<file path="src/rtl/wfmc_pkg.sv">
// ----------------------------------------------------------------------------
// wfmc_pkg: wall follow mode controller shared definitions
// payload structs, register set, mode and drive command codes
// ----------------------------------------------------------------------------
package wfmc_pkg;

    localparam int unsigned DIST_W  = 10;
    localparam int unsigned CMD_W   = 4;
    localparam int unsigned MODE_W  = 3;
    localparam int unsigned CFG_IDX_W = 3;

    // mode codes
    localparam logic [MODE_W-1:0] M_START = 3'd0;
    localparam logic [MODE_W-1:0] M_ADJL  = 3'd1;
    localparam logic [MODE_W-1:0] M_ADJR  = 3'd2;
    localparam logic [MODE_W-1:0] M_FREEL = 3'd3;
    localparam logic [MODE_W-1:0] M_FREER = 3'd4;
    localparam logic [MODE_W-1:0] M_SPIN  = 3'd5;

    // drive command codes
    localparam logic [CMD_W-1:0] C_HOLD  = 4'd0;
    localparam logic [CMD_W-1:0] C_FAST  = 4'd1;
    localparam logic [CMD_W-1:0] C_SLOW  = 4'd2;
    localparam logic [CMD_W-1:0] C_SPINR = 4'd3;
    localparam logic [CMD_W-1:0] C_SPINL = 4'd4;
    localparam logic [CMD_W-1:0] C_ADJL  = 4'd5;
    localparam logic [CMD_W-1:0] C_ADJR  = 4'd6;
    localparam logic [CMD_W-1:0] C_TURNL = 4'd7;
    localparam logic [CMD_W-1:0] C_TURNR = 4'd8;

    // register indexes
    localparam logic [CFG_IDX_W-1:0] R_FAR   = 3'd0;
    localparam logic [CFG_IDX_W-1:0] R_NEAR  = 3'd1;
    localparam logic [CFG_IDX_W-1:0] R_CLEAR = 3'd2;
    localparam logic [CFG_IDX_W-1:0] R_BLOW  = 3'd3;
    localparam logic [CFG_IDX_W-1:0] R_BHIGH = 3'd4;

    // register reset values
    localparam logic [DIST_W-1:0] FAR_RST   = 10'd60;
    localparam logic [DIST_W-1:0] NEAR_RST  = 10'd20;
    localparam logic [DIST_W-1:0] CLEAR_RST = 10'd25;
    localparam logic [DIST_W-1:0] BLOW_RST  = 10'd15;
    localparam logic [DIST_W-1:0] BHIGH_RST = 10'd18;

    typedef struct packed {
        logic [DIST_W-1:0] front_dist;
        logic [DIST_W-1:0] left_dist;
        logic [DIST_W-1:0] right_dist;
    } t_in;

    typedef struct packed {
        logic [CMD_W-1:0]  drive_cmd;
        logic              led_on;
        logic [MODE_W-1:0] mode_out;
    } t_out;

    typedef struct packed {
        logic [DIST_W-1:0] far_threshold;
        logic [DIST_W-1:0] near_threshold;
        logic [DIST_W-1:0] clear_threshold;
        logic [DIST_W-1:0] band_low;
        logic [DIST_W-1:0] band_high;
    } t_cfg;

endpackage

</file>
<file path="src/rtl/wfmc_decide.sv">
// ----------------------------------------------------------------------------
// wfmc_decide: drive command and mode transition network
// compares one sample against the thresholds given the current mode
// ----------------------------------------------------------------------------
module wfmc_decide (
    input  wfmc_pkg::t_cfg             i_cfg,
    input  logic [wfmc_pkg::MODE_W-1:0] i_mode,
    input  wfmc_pkg::t_in              i_sample,
    output wfmc_pkg::t_out             o_result
);
    import wfmc_pkg::*;

    logic [DIST_W-1:0] f, l, r;
    logic [CMD_W-1:0]  cmd;
    logic [MODE_W-1:0] nxt;
    logic              wallish;
    logic              f_clr, l_clr, r_clr;
    logic              l_near, r_near;

    function automatic logic [CMD_W-1:0] band_cmd(
        input logic [DIST_W-1:0] d,
        input logic [DIST_W-1:0] lo,
        input logic [DIST_W-1:0] hi,
        input logic [CMD_W-1:0]  below_cmd,
        input logic [CMD_W-1:0]  above_cmd
    );
        logic [CMD_W-1:0] c;
        if (d >= lo && d <= hi) begin
            c = C_SLOW;
        end else if (d < lo) begin
            c = below_cmd;
        end else if (d > hi) begin
            c = above_cmd;
        end else begin
            c = C_HOLD;
        end
        return c;
    endfunction

    assign f = i_sample.front_dist;
    assign l = i_sample.left_dist;
    assign r = i_sample.right_dist;

    assign f_clr  = f > i_cfg.clear_threshold;
    assign l_clr  = l > i_cfg.clear_threshold;
    assign r_clr  = r > i_cfg.clear_threshold;
    assign l_near = l <= i_cfg.near_threshold;
    assign r_near = r <= i_cfg.near_threshold;
    assign wallish = i_mode inside {M_ADJL, M_ADJR, M_FREEL, M_FREER};

    // drive command from the mode held before the sample
    always_comb begin
        cmd = C_HOLD;
        case (i_mode)
            M_START: begin
                if (f < r && f < l) begin
                    // front exactly at far leaves hold unless it is also at or below near
                    if (f > i_cfg.far_threshold) begin
                        cmd = C_FAST;
                    end else if (f < i_cfg.far_threshold && f > i_cfg.near_threshold) begin
                        cmd = C_SLOW;
                    end
                    if (f <= i_cfg.near_threshold) begin
                        cmd = C_SPINR;
                    end
                end else if (r < f && r < l) begin
                    cmd = C_SPINR;
                end else if (l < f && l < r) begin
                    cmd = C_SPINL;
                end else begin
                    cmd = C_FAST;
                end
            end
            M_ADJL: begin
                cmd = (f > i_cfg.near_threshold)
                    ? band_cmd(l, i_cfg.band_low, i_cfg.band_high, C_ADJR, C_ADJL)
                    : C_TURNR;
            end
            M_ADJR: begin
                cmd = (f > i_cfg.near_threshold)
                    ? band_cmd(r, i_cfg.band_low, i_cfg.band_high, C_ADJL, C_ADJR)
                    : C_TURNL;
            end
            M_FREEL: cmd = C_TURNL;
            M_FREER: cmd = C_TURNR;
            M_SPIN:  cmd = C_SPINR;
            default: cmd = C_HOLD;
        endcase
    end

    // ordered transition rules, first match wins
    always_comb begin
        if (i_mode == M_START && l_near) begin
            nxt = M_ADJL;
        end else if (i_mode == M_START && r_near) begin
            nxt = M_ADJR;
        end else if (i_mode == M_ADJL && f_clr && l_clr) begin
            nxt = M_FREEL;
        end else if (i_mode == M_ADJR && f_clr && r_clr) begin
            nxt = M_FREER;
        end else if (i_mode == M_FREEL && l_near) begin
            nxt = M_ADJL;
        end else if (i_mode == M_FREER && r_near) begin
            nxt = M_ADJR;
        end else if (wallish && !f_clr && !r_clr && !l_clr) begin
            nxt = M_SPIN;
        end else if (i_mode == M_ADJR && r > i_cfg.far_threshold) begin
            nxt = M_START;
        end else if (i_mode == M_ADJL && l > i_cfg.far_threshold) begin
            nxt = M_START;
        end else if (i_mode == M_SPIN && f_clr && l_near) begin
            nxt = M_ADJL;
        end else if (i_mode == M_SPIN && f_clr && r_near) begin
            nxt = M_ADJR;
        end else begin
            nxt = i_mode;
        end
    end

    assign o_result.drive_cmd = cmd;
    assign o_result.led_on    = (i_mode == M_START);
    assign o_result.mode_out  = nxt;

endmodule

</file>
<file path="src/rtl/wall_follow_mode_controller_top.sv">
// ----------------------------------------------------------------------------
// wall_follow_mode_controller_top: wall following mode controller
// one distance sample in, one drive command, led flag and new mode out
// ----------------------------------------------------------------------------
// each result passes the input register, then the result register
// throughput: 1 sample per cycle while results are taken; the mode register is
// written with each result, ready for the next sample; under backpressure the
// output register holds its result and a new request lands only in an empty input register
// reset (i_rst_n low, synchronous): mode to start, thresholds to defaults,
// both pipeline stages empty
module wall_follow_mode_controller_top (
    input  logic                           i_clk,
    input  logic                           i_rst_n,
    // sample requests
    input  logic                           i_in_valid,
    output logic                           o_in_ready,
    input  wfmc_pkg::t_in                  i_in_data,
    // results
    output logic                           o_out_valid,
    input  logic                           i_out_ready,
    output wfmc_pkg::t_out                 o_out_data,
    // register writes
    input  logic                           i_cfg_valid,
    output logic                           o_cfg_ready,
    input  logic [wfmc_pkg::CFG_IDX_W-1:0] i_cfg_index,
    input  logic [wfmc_pkg::DIST_W-1:0]    i_cfg_data
);
    import wfmc_pkg::*;

    // threshold registers
    t_cfg r_cfg, n_cfg;

    // input stage
    logic r_in_valid;
    t_in  r_in;

    // result stage
    logic r_out_valid;
    t_out r_out;

    // mode state
    logic [MODE_W-1:0] r_mode;

    t_out w_result;
    logic w_advance;
    logic w_in_take;

    // result stage frees up when empty or drained this cycle
    assign w_advance  = r_in_valid && (!r_out_valid || i_out_ready);
    assign o_in_ready = !r_in_valid || w_advance;
    assign w_in_take  = i_in_valid && o_in_ready;

    // register writes are always taken
    assign o_cfg_ready = 1'b1;

    always_comb begin
        n_cfg = r_cfg;
        if (i_cfg_valid) begin
            case (i_cfg_index)
                R_FAR:   n_cfg.far_threshold   = i_cfg_data;
                R_NEAR:  n_cfg.near_threshold  = i_cfg_data;
                R_CLEAR: n_cfg.clear_threshold = i_cfg_data;
                R_BLOW:  n_cfg.band_low        = i_cfg_data;
                R_BHIGH: n_cfg.band_high       = i_cfg_data;
                default: n_cfg = r_cfg;  // unmapped index, ignored
            endcase
        end
    end

    // decision network between the input and result registers
    wfmc_decide u_decide (
        .i_cfg    (r_cfg),
        .i_mode   (r_mode),
        .i_sample (r_in),
        .o_result (w_result)
    );

    always_ff @(posedge i_clk) begin
        if (!i_rst_n) begin
            r_cfg.far_threshold   <= FAR_RST;
            r_cfg.near_threshold  <= NEAR_RST;
            r_cfg.clear_threshold <= CLEAR_RST;
            r_cfg.band_low        <= BLOW_RST;
            r_cfg.band_high       <= BHIGH_RST;
            r_in_valid            <= 1'b0;
            r_out_valid           <= 1'b0;
            r_mode                <= M_START;
        end else begin
            r_cfg <= n_cfg;
            // input stage fills on accept, empties when it moves on
            if (w_in_take) begin
                r_in_valid <= 1'b1;
            end else if (w_advance) begin
                r_in_valid <= 1'b0;
            end
            // result stage
            if (w_advance) begin
                r_out_valid <= 1'b1;
                r_mode      <= w_result.mode_out;
            end else if (i_out_ready) begin
                r_out_valid <= 1'b0;
            end
        end
    end

    // payload registers, no reset
    always_ff @(posedge i_clk) begin
        if (w_in_take) begin
            r_in <= i_in_data;
        end
        if (w_advance) begin
            r_out <= w_result;
        end
    end

    assign o_out_valid = r_out_valid;
    assign o_out_data  = r_out;

endmodule

</file>
<file path="config.mk">
export PLATFORM = sky130hd
export DESIGN_NAME = wall_follow_mode_controller_top
export DESIGN_NICKNAME = d
export VERILOG_FILES = /design/src/rtl/wfmc_pkg.sv /design/src/rtl/wfmc_decide.sv /design/src/rtl/wall_follow_mode_controller_top.sv
export SDC_FILE = /design/constraint.sdc
export NUM_CORES = 1
export LEC_CHECK = 0
export ABC_CLOCK_PERIOD_IN_PS = 6700
export BUFFER_PORTS_ARGS = -buffer_cell sky130_fd_sc_hd__buf_2
export CAP_MARGIN = 15
export CORE_MARGIN = 1.5
export CORE_UTILIZATION = 66
export CTS_BUF_LIST = sky130_fd_sc_hd__clkbuf_16
export DETAILED_ROUTE_END_ITERATION = 16
export MAX_ROUTING_LAYER = met4
export PLACE_DENSITY_LB_ADDON = 0.05
export REMOVE_ABC_BUFFERS = 1
export SLEW_MARGIN = 40
export SYNTH_ARGS = -nofsm -noshare
export SYNTH_HDL_FRONTEND = slang
export SYNTH_HIERARCHICAL = 1
export SYNTH_SLANG_ARGS = --single-unit
export TNS_END_PERCENT = 30
</file>
<file path="constraint.sdc">
create_clock -name i_clk -period 6.7 [get_ports i_clk]
set_input_delay 2.01 -clock i_clk [delete_from_list [all_inputs] [get_ports i_clk]]
set_output_delay 2.01 -clock i_clk [all_outputs]
set_load 0.02 [all_outputs]
</file>
-- After elaboration in Yosys (flattened, before gate mapping)
Index checks and enable logic that the tools add are counted.
W data, S select, Z words.
- register bits after elaboration: 93
- input port bits: 48
- output and inout bits: 11
- word-level logic and storage cells: 119
- order comparisons: 25
- equality and inequality tests: 9
- mux-type cells: 30
- reductions and logical operators: 41
- operators with widths (operator ; number):
    $gt A10 B10 Y1 ; 9
    $lt A10 B10 Y1 ; 9
    $le A10 B10 Y1 ; 5
    $mux W3 ; 14
    $mux W4 ; 10
    $logic_and A1 B1 Y1 ; 24
    $pmux W4 S6 ; 1
    $ge A10 B10 Y1 ; 2
    $eq A3 B2 Y1 const B ; 4
    $reduce_and A2 Y1 ; 5
    $eq A3 B3 Y1 const B ; 3
    $eq A3 B1 Y1 const B ; 2
    $logic_not A3 Y1 ; 2
    $logic_not A1 Y1 ; 5
    $mux W1 ; 4
    $reduce_bool A2 Y1 ; 2
    $reduce_bool A4 Y1 ; 1
    $logic_or A1 B1 Y1 ; 2
    $mux W2 ; 1

-- Depth between registers and ports, before layout
Gate-level depths: netlist (run 1).
- depth in word-level cells: 14
- depth in mapped cells: 11
- depth with buffers taken out: 11

-- Modules after synthesis
Netlist (run 1), hierarchy kept.
- by module, submodules not included (module ; times used ; cells each ; area an instance (um2) ; seq. area each (um2)):
    wfmc_decide ; 1 ; 535 ; 4110.2 ; 0.0
    wall_follow_mode_controller_top ; 1 ; 244 ; 3124.2 ; 2242.2

-- Least setup slack after synthesis (run 1)
Ideal clock, no wire load.
- path kind: in2out
- start point: input i_out_ready
- end point: output o_in_ready
- arrival time: 2.381 ns
- required time: 4.690 ns
- slack: 2.309 ns
- cell stages on the path: 2
- path buffers: 0
- cells stage by stage: nor2b_1 nand2_1
- word-level cells in the longest chain between the ends: 3
- ends and longest elaborated chain (what ; RTL line ; text):
    start: declaration ; wall_follow_mode_controller_top.sv:20 ; input logic i_out_ready,
    $logic_or A1 B1 Y1 ; wall_follow_mode_controller_top.sv:49 ; assign w_advance = r_in_valid && (!r_out_valid || i_out_ready);
    $logic_and A1 B1 Y1 ; wall_follow_mode_controller_top.sv:49 ;
    $logic_or A1 B1 Y1 ; wall_follow_mode_controller_top.sv:50 ; assign o_in_ready = !r_in_valid || w_advance;
    end: declaration ; wall_follow_mode_controller_top.sv:16 ; output logic o_in_ready,
No other way between the ends.

-- Final worst setup path (run 1)
Ends and elaborated chain as after synthesis.

==> run_results.csv, run 1 <==
group,metric,value,unit
status,run_status,"finished, final reports clean",
job,timing.max_cap.violations,0,
worst_setup_path,crit_buf_inv,2,
floorplanning,die_x,107.7,microns
floorplanning,initial_utilization,67.33,%
worst_setup_path,cell_occurring_most_often_along_the_worst_timing_path,"buf_2",
worst_setup_path,worstPathRequired,4.69,ns
sta,tightestPinTransition,0.6859,ns
worst_setup_path,cp_max_fo,4,
place,place.detailed.hpwl,15360,microns
sta,final-setup-viol-count,0,
worst_setup_path,worstSetupEndpointType,"output pin",
power_and_ir_drop,ir_worst_vdd,0.0001519,V
global_route,grt_first_pass_wirelength,30440,microns
clock_tree,clk-insertion-delay-late,0.35,ns
routing,antenna_left,0,
global_route,grt_pass1_vias,5855,
final_layout,layout_common_cells,"ha_1, inv_1, o21ai_0",
final_layout,multi_input_area,0.004574,sq mm
floorplanning,num_rows,38,
clock_tree,cts-buffers-inserted,9,
global_route,grt_max_degree,43,
worst_setup_path,setup.worst_path.start_class,"primary input",
clock_tree,depth_of_the_cts_h_tree,3,
synthesis,synthesis.yosys.warnings,6,
sta,slew_headroom,54.27,%
synthesis,synth_sequential_area_ratio,30.99,%
clock_tree,clockRootBuffer,"clkbuf_16",
worst_setup_path,worstSetupPathType,"in -> out",
worst_setup_path,largest_delay_contributor_family_on_the_critical_path,"simple AND/OR/NAND/NOR gates",
final_layout,drive_above_1_share,12.02,%
clock_tree,holdBufCountCts,0,
sta,final.setup_skew,0.005534,ns
final_layout,synthToLayoutAreaGrowth,9.408,%
worst_setup_path,cp_slowest_stage_delay,0.27,ns
clock_tree,clkSlewWorstSetupHoldPaths,0.07,ns
routing,routed_wire_length_per_instance,20.34,microns
place,gp_routability_congestion,1.003,
floorplanning,io-pin-count,59,
place,count_of_port_buffers_added_during_placement,57,
final_layout,layout.area.seq,0.002242,sq mm
synthesis,post_synthesis_instance_area,0.007234,sq mm
floorplanning,chipHeight,107.7,microns
power_and_ir_drop,static-leakage-power,3.633,nW
routing,remaining_drc_errors,0,
sta,time_the_final_worst_path_needs_with_i_o_delays_and_setup,4.669,ns
worst_setup_path,worst_path_max_delay_cell,"nor2b_1",
synthesis,synth_edf_count,38,
hold_path,hp-class,"reg -> reg",
sta,max_freq,214.2,MHz
sta,layout_setup_ws,2.031,ns
global_route,gr-total-overflow,0,
final_layout,final_common_cell,"ha_1",
clock_tree,post_cts.resized_instances,0,
floorplanning,die_area,0.01160,sq mm
power_and_ir_drop,power.density_cell_area,182.3,mW/mm^2
sta,finalHoldViolations,0,
clock_tree,post_cts.repair.setup_buffers,0,
sta,final-max-slew-violation-count,0,
final_layout,num-nets-final,1035,
synthesis,cell_type_with_the_largest_total_area_after_synthesis,"ha_1",
synthesis,postSynthRegisterBits,93,
sta,setup_tns,0,ns
floorplanning,floorplan.core_area,0.01075,sq mm
worst_setup_path,worstPathCellList,"buf_2, nor2b_1, nand2_1, buf_2",
sta,post-route-period-util,69.69,%
routing,totalWireLength,19770,microns
synthesis,synthDominantCellAreaShare,27.67,%
synthesis,synthFlopType,"dfxtp_1",
global_route,number_of_antenna_violations_at_the_first_check_in_global_routing,0,
routing,via_count,6204,
synthesis,ys_async_sr_fraction,0,%
final_layout,fillCellCount,847,
synthesis,average_cell_area_after_synthesis,9.287,sq um
place,detailedPlace.worstSlack,2.042,ns
synthesis,yosys-top-cells-area,"ha_1, edfxtp_1, dfxtp_1",
routing,drt_pass1_iterations,5,
clock_tree,ctsLongestPathBuffers,2,
clock_tree,clkSinkCount,93,
worst_setup_path,timing.critical_path.arrival,2.66,ns
routing,first_iter_violations,470,
sta,grt_setup_unrepaired,"false",
synthesis,ys_types,61,
clock_tree,cts_tree,"done",
synthesis,syn_inst,779,
global_route,grt_usage,35.98,%
final_layout,n_antenna_cell,0,
routing,routed_via_density,6.383,
[path summary, 6_finish.rpt]
check	slack [ns]	endpoint	cells past startpoint	start
worst max-delay path	2.03	o_in_ready	4	i_out_ready
worst min-delay path	0.47	r_cfg[47]	2	r_cfg[47]
worst max register to register	3.60	r_mode[2]	10	r_in[5]
worst min register to register	0.47	r_cfg[47]	2	r_cfg[47]
[area by class of cell]
class / count / area share, %
Tap cell: 140 / 2.213
Timing Repair Buffer: 59 / 3.794
Clock buffer: 9 / 2.845
Clock inverter: 7 / 0.8536
Inverter: 88 / 4.173
Sequential cell: 93 / 28.33
Multi-Input combinational cell: 576 / 57.79
[sequential cells by signal, indices dropped and copies added (netlist names)]
register / count
o_out_data: 8
r_cfg: 50
r_in_valid: 1
r_in: 30
o_out_valid: 1
r_mode: 3
[layer usage]
metal  up-vias  track usage, %  wire, microns
li1       2987               -              -
met1      2898           46.21           8454
met3        51           5.085           1649
met5         -               -              0
met2       268           55.69           8863
met4         0           17.86            803
[where the power goes]
part           total [W]  switching (W)  internal [W]
registers       0.000652      0.0000360      0.000616
logic           0.000281       0.000167      0.000114
clock network   0.000511       0.000224      0.000287
total            0.00144       0.000426       0.00102
[cells in the mapped netlist (all sizes together) (3+ instances only)]
cell,number
ha,160
inv,88
o21ai,72
nand2,61
dfxtp,55
nand3,51
a21oi,47
edfxtp,38
nand4,19
mux2i,18
nor2,17
a211oi,13
a21o,12
buf,11
clkbuf,11
nor2b,11
nor3,8
a31oi,7
and3,7
and4,7
nand2b,7
a2111oi,6
o31ai,5
a41oi,4
o21a,4
o22ai,4
nand4bb,3
nor4,3
o2111a,3
o211ai,3
[worst register-to-register path, stage by stage, from the launching register on]
cell and delay, ns:
edfxtp_1 0.63, ha_1 0.43, and3_1 0.20, o2111a_2 0.19, a2111oi_4 0.36, o22ai_1 0.23, a41o_1 0.27, a311o_1 0.33
o211ai_1 0.14, nand2_1 0.10, mux2i_1 0.15
[metrics by stage]
stage	hold slack, ns	total power [W]	cells	util (%)	area, sq um
after floorplan	0.4394	0.0008295	757	-	7128
after global placement	0.4485	0.0009130	955	70.69	7596
after detailed placement	0.4533	0.0009325	955	70.73	7600
after CTS	0.4705	0.001436	971	73.45	7893
after global routing	0.4774	0.001498	972	73.66	7915
final	0.4655	0.001443	972	73.66	7915
[logic make-up after synthesis]
kind of cell | after synthesis | share of synthesized area, %
AND/OR/NAND/NOR | 199 | 14.61
AO/OA/AOI/OAI | 197 | 18.02
flip-flops | 93 | 30.99
adder cells (fa/ha/maj) | 160 | 27.67
XOR/XNOR | 1 | 0.1211
other | 1 | 0.05184
buffers and inverters | 110 | 6.036
multiplexers | 18 | 2.490
No activity file was read; power rests on OpenSTA's default activity.
==> inputs of run 2 (changes only) <==
--- a/config.mk
+++ b/config.mk
@@ -5,11 +5,12 @@
 export SDC_FILE = /design/constraint.sdc
 export NUM_CORES = 1
 export LEC_CHECK = 0
-export ABC_CLOCK_PERIOD_IN_PS = 6700
+export ABC_AREA = 1
+export ABC_CLOCK_PERIOD_IN_PS = 4500
 export BUFFER_PORTS_ARGS = -buffer_cell sky130_fd_sc_hd__buf_2
 export CAP_MARGIN = 15
 export CORE_MARGIN = 1.5
-export CORE_UTILIZATION = 66
+export CORE_UTILIZATION = 62
 export CTS_BUF_LIST = sky130_fd_sc_hd__clkbuf_16
 export DETAILED_ROUTE_END_ITERATION = 16
 export MAX_ROUTING_LAYER = met4
==> constraint.sdc (replaced) <==
create_clock -name i_clk -period 4.5 [get_ports i_clk]
set_input_delay 1.35 -clock i_clk [delete_from_list [all_inputs] [get_ports i_clk]]
set_output_delay 1.35 -clock i_clk [all_outputs]
set_load 0.02 [all_outputs]
==> run 2 against run 1 <==
Total power grew 57%; global-route usage is 3.0 points lower; combinational power increased by 78%; clock power rose by 53%; worst setup slack lost 0.72 ns; clock-buffer cell count is 1 higher; sequential share of layout area down 1.0 points; sequential cell count stayed put; core utilization decreased by 2.6 points; sequential power grew 51%; critical path type unchanged; critical endpoint unchanged; largest cell class unchanged; largest power group unchanged.
==> run_results.csv, run 2 <==
group,metric,value,unit
status,run_status,"finished, final reports clean",
worst_setup_path,worstPathRequired,3.15,ns
worst_setup_path,cp_slowest_stage_delay,0.18,ns
worst_setup_path,timing.reg2reg.setup_slack,1.92,ns
global_route,grt_usage,32.93,%
sta,slew_headroom,58.17,%
clock_tree,holdBufCountCts,0,
floorplanning,die_area,0.01273,sq mm
global_route,gr-total-overflow,0,
sta,final-max-slew-violation-count,0,
routing,totalWireLength,19200,microns
final_layout,num-nets-final,1246,
job,timing.max_cap.violations,0,
synthesis,cell_type_with_the_largest_total_area_after_synthesis,"ha_1",
worst_setup_path,timing.critical_path.arrival,1.84,ns
place,numPlacedInstances,1170,
place,gp_routability_congestion,0.9163,
final_layout,drive_above_1_share,9.971,%
clock_tree,clockRootBuffer,"clkbuf_16",
clock_tree,post_cts.resized_instances,0,
clock_tree,clk-insertion-delay-late,0.36,ns
place,place.detailed.hpwl,15160,microns
routing,via_count,6689,
synthesis,synthesis.yosys.warnings,6,
global_route,number_of_antenna_violations_at_the_first_check_in_global_routing,0,
clock_tree,clkSinkCount,93,
synthesis,ys_types,38,
synthesis,syn_inst,979,
synthesis,postSynthRegisterBits,93,
worst_setup_path,worst_path_max_delay_cell,"buf_2",
floorplanning,floorplan.core_area,0.01156,sq mm
routing,antenna_left,0,
worst_setup_path,worstPathCellList,"buf_2, inv_1, nand3_1, buf_2",
synthesis,synth_edf_count,38,
place,count_of_port_buffers_added_during_placement,57,
sta,grt_setup_unrepaired,"false",
synthesis,yosys-top-cells-area,"ha_1, edfxtp_1, dfxtp_1",
floorplanning,io-pin-count,59,
clock_tree,cts_tree,"done",
worst_setup_path,worstSetupEndpointType,"output pin",
sta,max_freq,313.8,MHz
power_and_ir_drop,static-leakage-power,4.099,nW
global_route,grt_pass1_vias,6323,
floorplanning,initial_utilization,64.64,%
final_layout,synthToLayoutAreaGrowth,9.925,%
clock_tree,cts-buffers-inserted,9,
routing,routed_via_density,5.640,
sta,post-route-period-util,70.82,%
sta,time_the_final_worst_path_needs_with_i_o_delays_and_setup,3.187,ns
synthesis,synthFlopType,"dfxtp_1",
synthesis,post-synth-top-count-cell,"nand2_1",
sta,final.setup_skew,0.005968,ns
synthesis,synthDominantCellAreaShare,26.78,%
final_layout,fillCellCount,1011,
final_layout,max_ffs_per_register,50,
synthesis,ys_async_sr_fraction,0,%
final_layout,n_antenna_cell,0,
sta,holdWs,0.4605,ns
worst_setup_path,setup.worst_path.start_class,"primary input",
floorplanning,die_x,112.8,microns
synthesis,synth_commonest_cells,"nand2_1, ha_1, nor2_1",
clock_tree,clkSlewWorstSetupHoldPaths,0.07,ns
power_and_ir_drop,power.density_cell_area,275.3,mW/mm^2
routing,remaining_drc_errors,0,
floorplanning,num_rows,39,
sta,tightestPinTransition,0.6252,ns
clock_tree,ctsLongestPathBuffers,2,
sta,setup_tns,0,ns
synthesis,average_cell_area_after_synthesis,7.636,sq um
final_layout,final_common_cell,"nand2_1",
sta,finalHoldViolations,0,
place,detailedPlace.worstSlack,1.327,ns
clock_tree,depth_of_the_cts_h_tree,3,
floorplanning,chipHeight,112.8,microns
worst_setup_path,worstSetupPathType,"in -> out",
synthesis,post_synthesis_instance_area,0.007476,sq mm
routing,drt_pass1_iterations,5,
global_route,grt_first_pass_wirelength,31230,microns
clock_tree,post_cts.repair.setup_buffers,0,
sta,final-setup-viol-count,0,
global_route,grt_max_degree,55,
synthesis,synth_sequential_area_ratio,29.99,%
worst_setup_path,cell_occurring_most_often_along_the_worst_timing_path,"buf_2",
final_layout,biggest_register,"r_cfg",
routing,routed_wire_length_per_instance,16.19,microns
routing,first_iter_violations,614,
worst_setup_path,cp_max_fo,3,
sta,layout_setup_ws,1.313,ns
final_layout,instances_no_fill,1186,
hold_path,hp-class,"reg -> reg",
final_layout,finish.utilization,71.06,%
power_and_ir_drop,ir_worst_vdd,0.0002257,V
final_layout,layout_common_cells,"nand2_1, ha_1, nor2_1",
run 2: worst paths after layout:
kind	start	to	depth (start not counted)
setup / recovery	i_out_ready	o_in_ready	4
hold / removal	r_cfg[12]	r_cfg[12]	2
setup reg to reg	r_in[8]	o_out_data[4]	12
hold reg to reg	r_cfg[12]	r_cfg[12]	2
run 2: logic make-up after synthesis:
| kind of cell | share of synthesized area [%] |
|---|---|
| buf+inv | 7.297 |
| flops | 29.99 |
| compound gates | 8.988 |
| other cells | 0.05016 |
| simple gates | 26.90 |
| fa+ha+maj | 26.78 |
run 2: critical path, delay by kind of cell:
family	cells	cell delay, ns
buffers and inverters	3	0.37
AND/OR/NAND/NOR	1	0.12
run 2: where the power goes:
group	leakage (nW)	switching (W)	internal, W	total (W)
logic	3.13	0.000312	0.000188	0.000499
registers	0.817	0.0000565	0.000926	0.000982
clock network	0.153	0.000359	0.000422	0.000781
total	4.10	0.000727	0.00154	0.00226
run 2: area by class of cell:
class,instances,area [sq um],share of cell area [%]
Multi-Input combinational cell,744,4695,57.13
Inverter,131,491.7,5.984
Clock inverter,6,57.56,0.7004
Timing Repair Buffer,59,302.8,3.685
Clock buffer,10,250.2,3.045
Tap cell,143,178.9,2.177
Sequential cell,93,2242,27.28
run 2: layer usage:
layer	up-vias	global-route usage, %	wire, microns
met5	-	-	0
met4	0	7.848	254
met3	20	5.892	1519
met2	236	53.41	8813
met1	3031	43.04	8612
li1	3402	-	-
run 2: stage by stage:
stage          total power [W]  instance area, sq um
6_report              0.002262                  8218
5_1_grt               0.002385                  8218
4_1_cts               0.002260                  8215
3_5_place_dp          0.001486                  7908
3_3_place_gp          0.001469                  7901
2_1_floorplan         0.001325                  7422
==> inputs of run 3 (changes only) <==
--- a/config.mk
+++ b/config.mk
@@ -6,11 +6,11 @@
 export NUM_CORES = 1
 export LEC_CHECK = 0
 export ABC_AREA = 1
-export ABC_CLOCK_PERIOD_IN_PS = 4500
+export ABC_CLOCK_PERIOD_IN_PS = 2900
 export BUFFER_PORTS_ARGS = -buffer_cell sky130_fd_sc_hd__buf_2
 export CAP_MARGIN = 15
 export CORE_MARGIN = 1.5
-export CORE_UTILIZATION = 62
+export CORE_UTILIZATION = 56
 export CTS_BUF_LIST = sky130_fd_sc_hd__clkbuf_16
 export DETAILED_ROUTE_END_ITERATION = 16
 export MAX_ROUTING_LAYER = met4
==> constraint.sdc (replaced) <==
create_clock -name i_clk -period 2.9 [get_ports i_clk]
set_input_delay 0.87 -clock i_clk [delete_from_list [all_inputs] [get_ports i_clk]]
set_output_delay 0.87 -clock i_clk [all_outputs]
set_load 0.02 [all_outputs]
==> run 3 against run 2 <==
Final area grew 0.93%; clock-buffer cell count is the same; register-to-register slack lost 1.6 ns; worst hold slack gained 0.00074 ns; critical path depth grew 8; non-clock buffer count grew 5; worst setup slack lost 0.95 ns; first-iteration DRC count shrank 13%; core utilization shrank 7.9 points; sequential cell count is the same; sequential share of layout area shrank 0.25 points; clock power grew 56%.
==> run_results.csv, run 3 (synthesized netlist as in run 2, its figures left out) <==
group,metric,value,unit
status,run_status,"finished, final reports clean",
worst_setup_path,worstPathCellList,"ha_1, nand4_1, nor3_1, o21ai_1, o211ai_1, nor2_1, nand2_1, nand2_1, nand2_1, nand2_1, nand2_1, nand3_1",
sta,finalHoldViolations,0,
global_route,gr-total-overflow,0,
clock_tree,depth_of_the_cts_h_tree,3,
worst_setup_path,setup.worst_path.start_class,"flip-flop",
worst_setup_path,r2r_end,"o_out_data[4]",
sta,max_freq,394.5,MHz
sta,final-max-slew-violation-count,0,
worst_setup_path,timing.critical_path.arrival,2.64,ns
hold_path,min_delay_path_depth,2,
worst_setup_path,cp_max_fo,7,
job,timing.max_cap.violations,0,
floorplanning,chipHeight,118.5,microns
place,gp_routability_congestion,1.028,
power_and_ir_drop,static-leakage-power,4.130,nW
routing,totalWireLength,19820,microns
clock_tree,cts_tree,"done",
hold_path,hp-class,"reg -> reg",
clock_tree,clkSinkCount,93,
floorplanning,initial_utilization,56.90,%
place,postPlaceCellArea,0.007983,sq mm
routing,first_iter_violations,536,
final_layout,layout_common_cells,"nand2_1, ha_1, nor2_1",
global_route,grt_usage,30.16,%
worst_setup_path,worstSetupPathType,"reg -> reg",
global_route,grt_first_pass_wirelength,31550,microns
global_route,grt_max_degree,34,
clock_tree,clk-insertion-delay-late,0.35,ns
floorplanning,die_x,118.5,microns
clock_tree,post_cts.repair.setup_buffers,0,
global_route,number_of_antenna_violations_at_the_first_check_in_global_routing,0,
sta,tightestPinTransition,0.6666,ns
power_and_ir_drop,pwr-share-seq,43.0,%
floorplanning,die_area,0.01405,sq mm
clock_tree,ctsLongestPathBuffers,2,
sta,final-setup-viol-count,0,
final_layout,biggest_register,"r_cfg",
place,count_of_port_buffers_added_during_placement,57,
floorplanning,num_rows,42,
sta,slew_headroom,55.56,%
hold_path,hold_end,"r_cfg[13]",
routing,via_count,6586,
routing,drt_pass1_iterations,5,
sta,grt_setup_unrepaired,"false",
power_and_ir_drop,power.density_cell_area,425.4,mW/mm^2
clock_tree,holdBufCountCts,0,
sta,post-route-period-util,87.41,%
worst_setup_path,timing.reg2reg.setup_slack,0.37,ns
worst_setup_path,worstSetupEndpointType,"flip-flop",
routing,routed_via_density,5.381,
clock_tree,cts-buffers-inserted,9,
worst_setup_path,startpoint_of_the_worst_slack_reg_to_reg_timing_path,"r_in[9]",
final_layout,multi_input_area,0.004691,sq mm
final_layout,layout.area.seq,0.002242,sq mm
routing,routed_wire_length_per_instance,16.19,microns
hold_path,beginning_of_the_worst_hold_path,"r_cfg[13]",
final_layout,post-route-cell-area,0.008294,sq mm
clock_tree,post_cts.resized_instances,0,
worst_setup_path,cp_slowest_stage_delay,0.57,ns
final_layout,final_common_cell,"nand2_1",
global_route,grt_pass1_vias,6033,
clock_tree,clockRootBuffer,"clkbuf_16",
final_layout,synthToLayoutAreaGrowth,10.95,%
routing,remaining_drc_errors,0,
worst_setup_path,worstPathRequired,3.00,ns
final_layout,n_antenna_cell,0,
power_and_ir_drop,ir_worst_vdd,0.0003495,V
final_layout,finish.utilization,63.13,%
worst_setup_path,worst_path_max_delay_cell,"edfxtp_1",
final_layout,drive_above_1_share,10.11,%
floorplanning,io-pin-count,59,
power_and_ir_drop,combPwrFrac,22.3,%
worst_setup_path,crit_buf_inv,0,
final_layout,max_ffs_per_register,50,
worst_setup_path,cell_occurring_most_often_along_the_worst_timing_path,"nand2_1",
power_and_ir_drop,p_clk_share,34.7,%
worst_setup_path,largest_delay_contributor_family_on_the_critical_path,"simple AND/OR/NAND/NOR gates",
routing,antenna_left,0,
worst_setup_path,timing.reg2reg.worst_path_depth,12,
floorplanning,floorplan.core_area,0.01314,sq mm
power_and_ir_drop,power_report.internal_total,0.002449,W
power_and_ir_drop,p_sw,0.001079,W
clock_tree,clkSlewWorstSetupHoldPaths,0.07,ns
power_and_ir_drop,sw_frac_of_total,30.59,%
final_layout,fillCellCount,1231,
sta,time_the_final_worst_path_needs_with_i_o_delays_and_setup,2.535,ns
place,place.detailed.hpwl,15930,microns
sta,setup_tns,0,ns
final_layout,num-nets-final,1251,
sta,final.setup_skew,0.006409,ns
## run 3: per-layer routing
layer  GRT usage (%)  share of wire (%)  wire [microns]
met1           40.86                 46            9181
met2           47.13                 45            8897
met3           4.392                7.3            1448
met4           8.810                1.5             292
met5               -                  0               0
## run 3: worst max path at each step
stage | from | end | slack, ns | cells after the start
2_1_floorplan | i_cfg_valid | r_cfg[42] | 0.53 | 5
3_3_place_gp | r_in[9] | o_out_data[4] | 0.39 | 12
3_5_place_dp | r_in[9] | o_out_data[4] | 0.47 | 12
4_1_cts | r_in[9] | o_out_data[4] | 0.44 | 12
5_1_grt | r_in[9] | o_out_data[4] | 0.11 | 12
6_report | r_in[9] | o_out_data[4] | 0.37 | 12
## run 3: final cells by class
cell class	count	share of cell area, %
Timing Repair Buffer	64	4.073
Clock buffer	10	3.017
Multi-Input combinational cell	744	56.55
Sequential cell	93	27.03
Clock inverter	6	0.7392
Tap cell	176	2.655
Inverter	131	5.929
## run 3: tightest hold or removal path, stage by stage, from the launching register on
cell and delay (ns):
dfxtp_1 0.33, nand2_1 0.05, nand3_1 0.05
## run 3: stage by stage
step	std cells	power (W)	hold slack (ns)	setup slack, ns
5_1_grt	1224	0.003731	0.4850	0.1129
4_1_cts	1224	0.003551	0.4657	0.4384
3_5_place_dp	1208	0.002318	0.4496	0.4709
6_report	1224	0.003529	0.4612	0.3652
3_3_place_gp	1208	0.002306	0.4440	0.3936
2_1_floorplan	968	0.002055	0.4289	0.5301
## run 3: power groups by stage
stage	Clock (W)	Sequential [W]	Combinational (W)
2_1_floorplan	0	0.00153	0.000529
3_5_place_dp	0	0.00155	0.000770
5_1_grt	0.00131	0.00153	0.000898
3_3_place_gp	0	0.00155	0.000759
4_1_cts	0.00126	0.00152	0.000774
6_report	0.00122	0.00152	0.000786
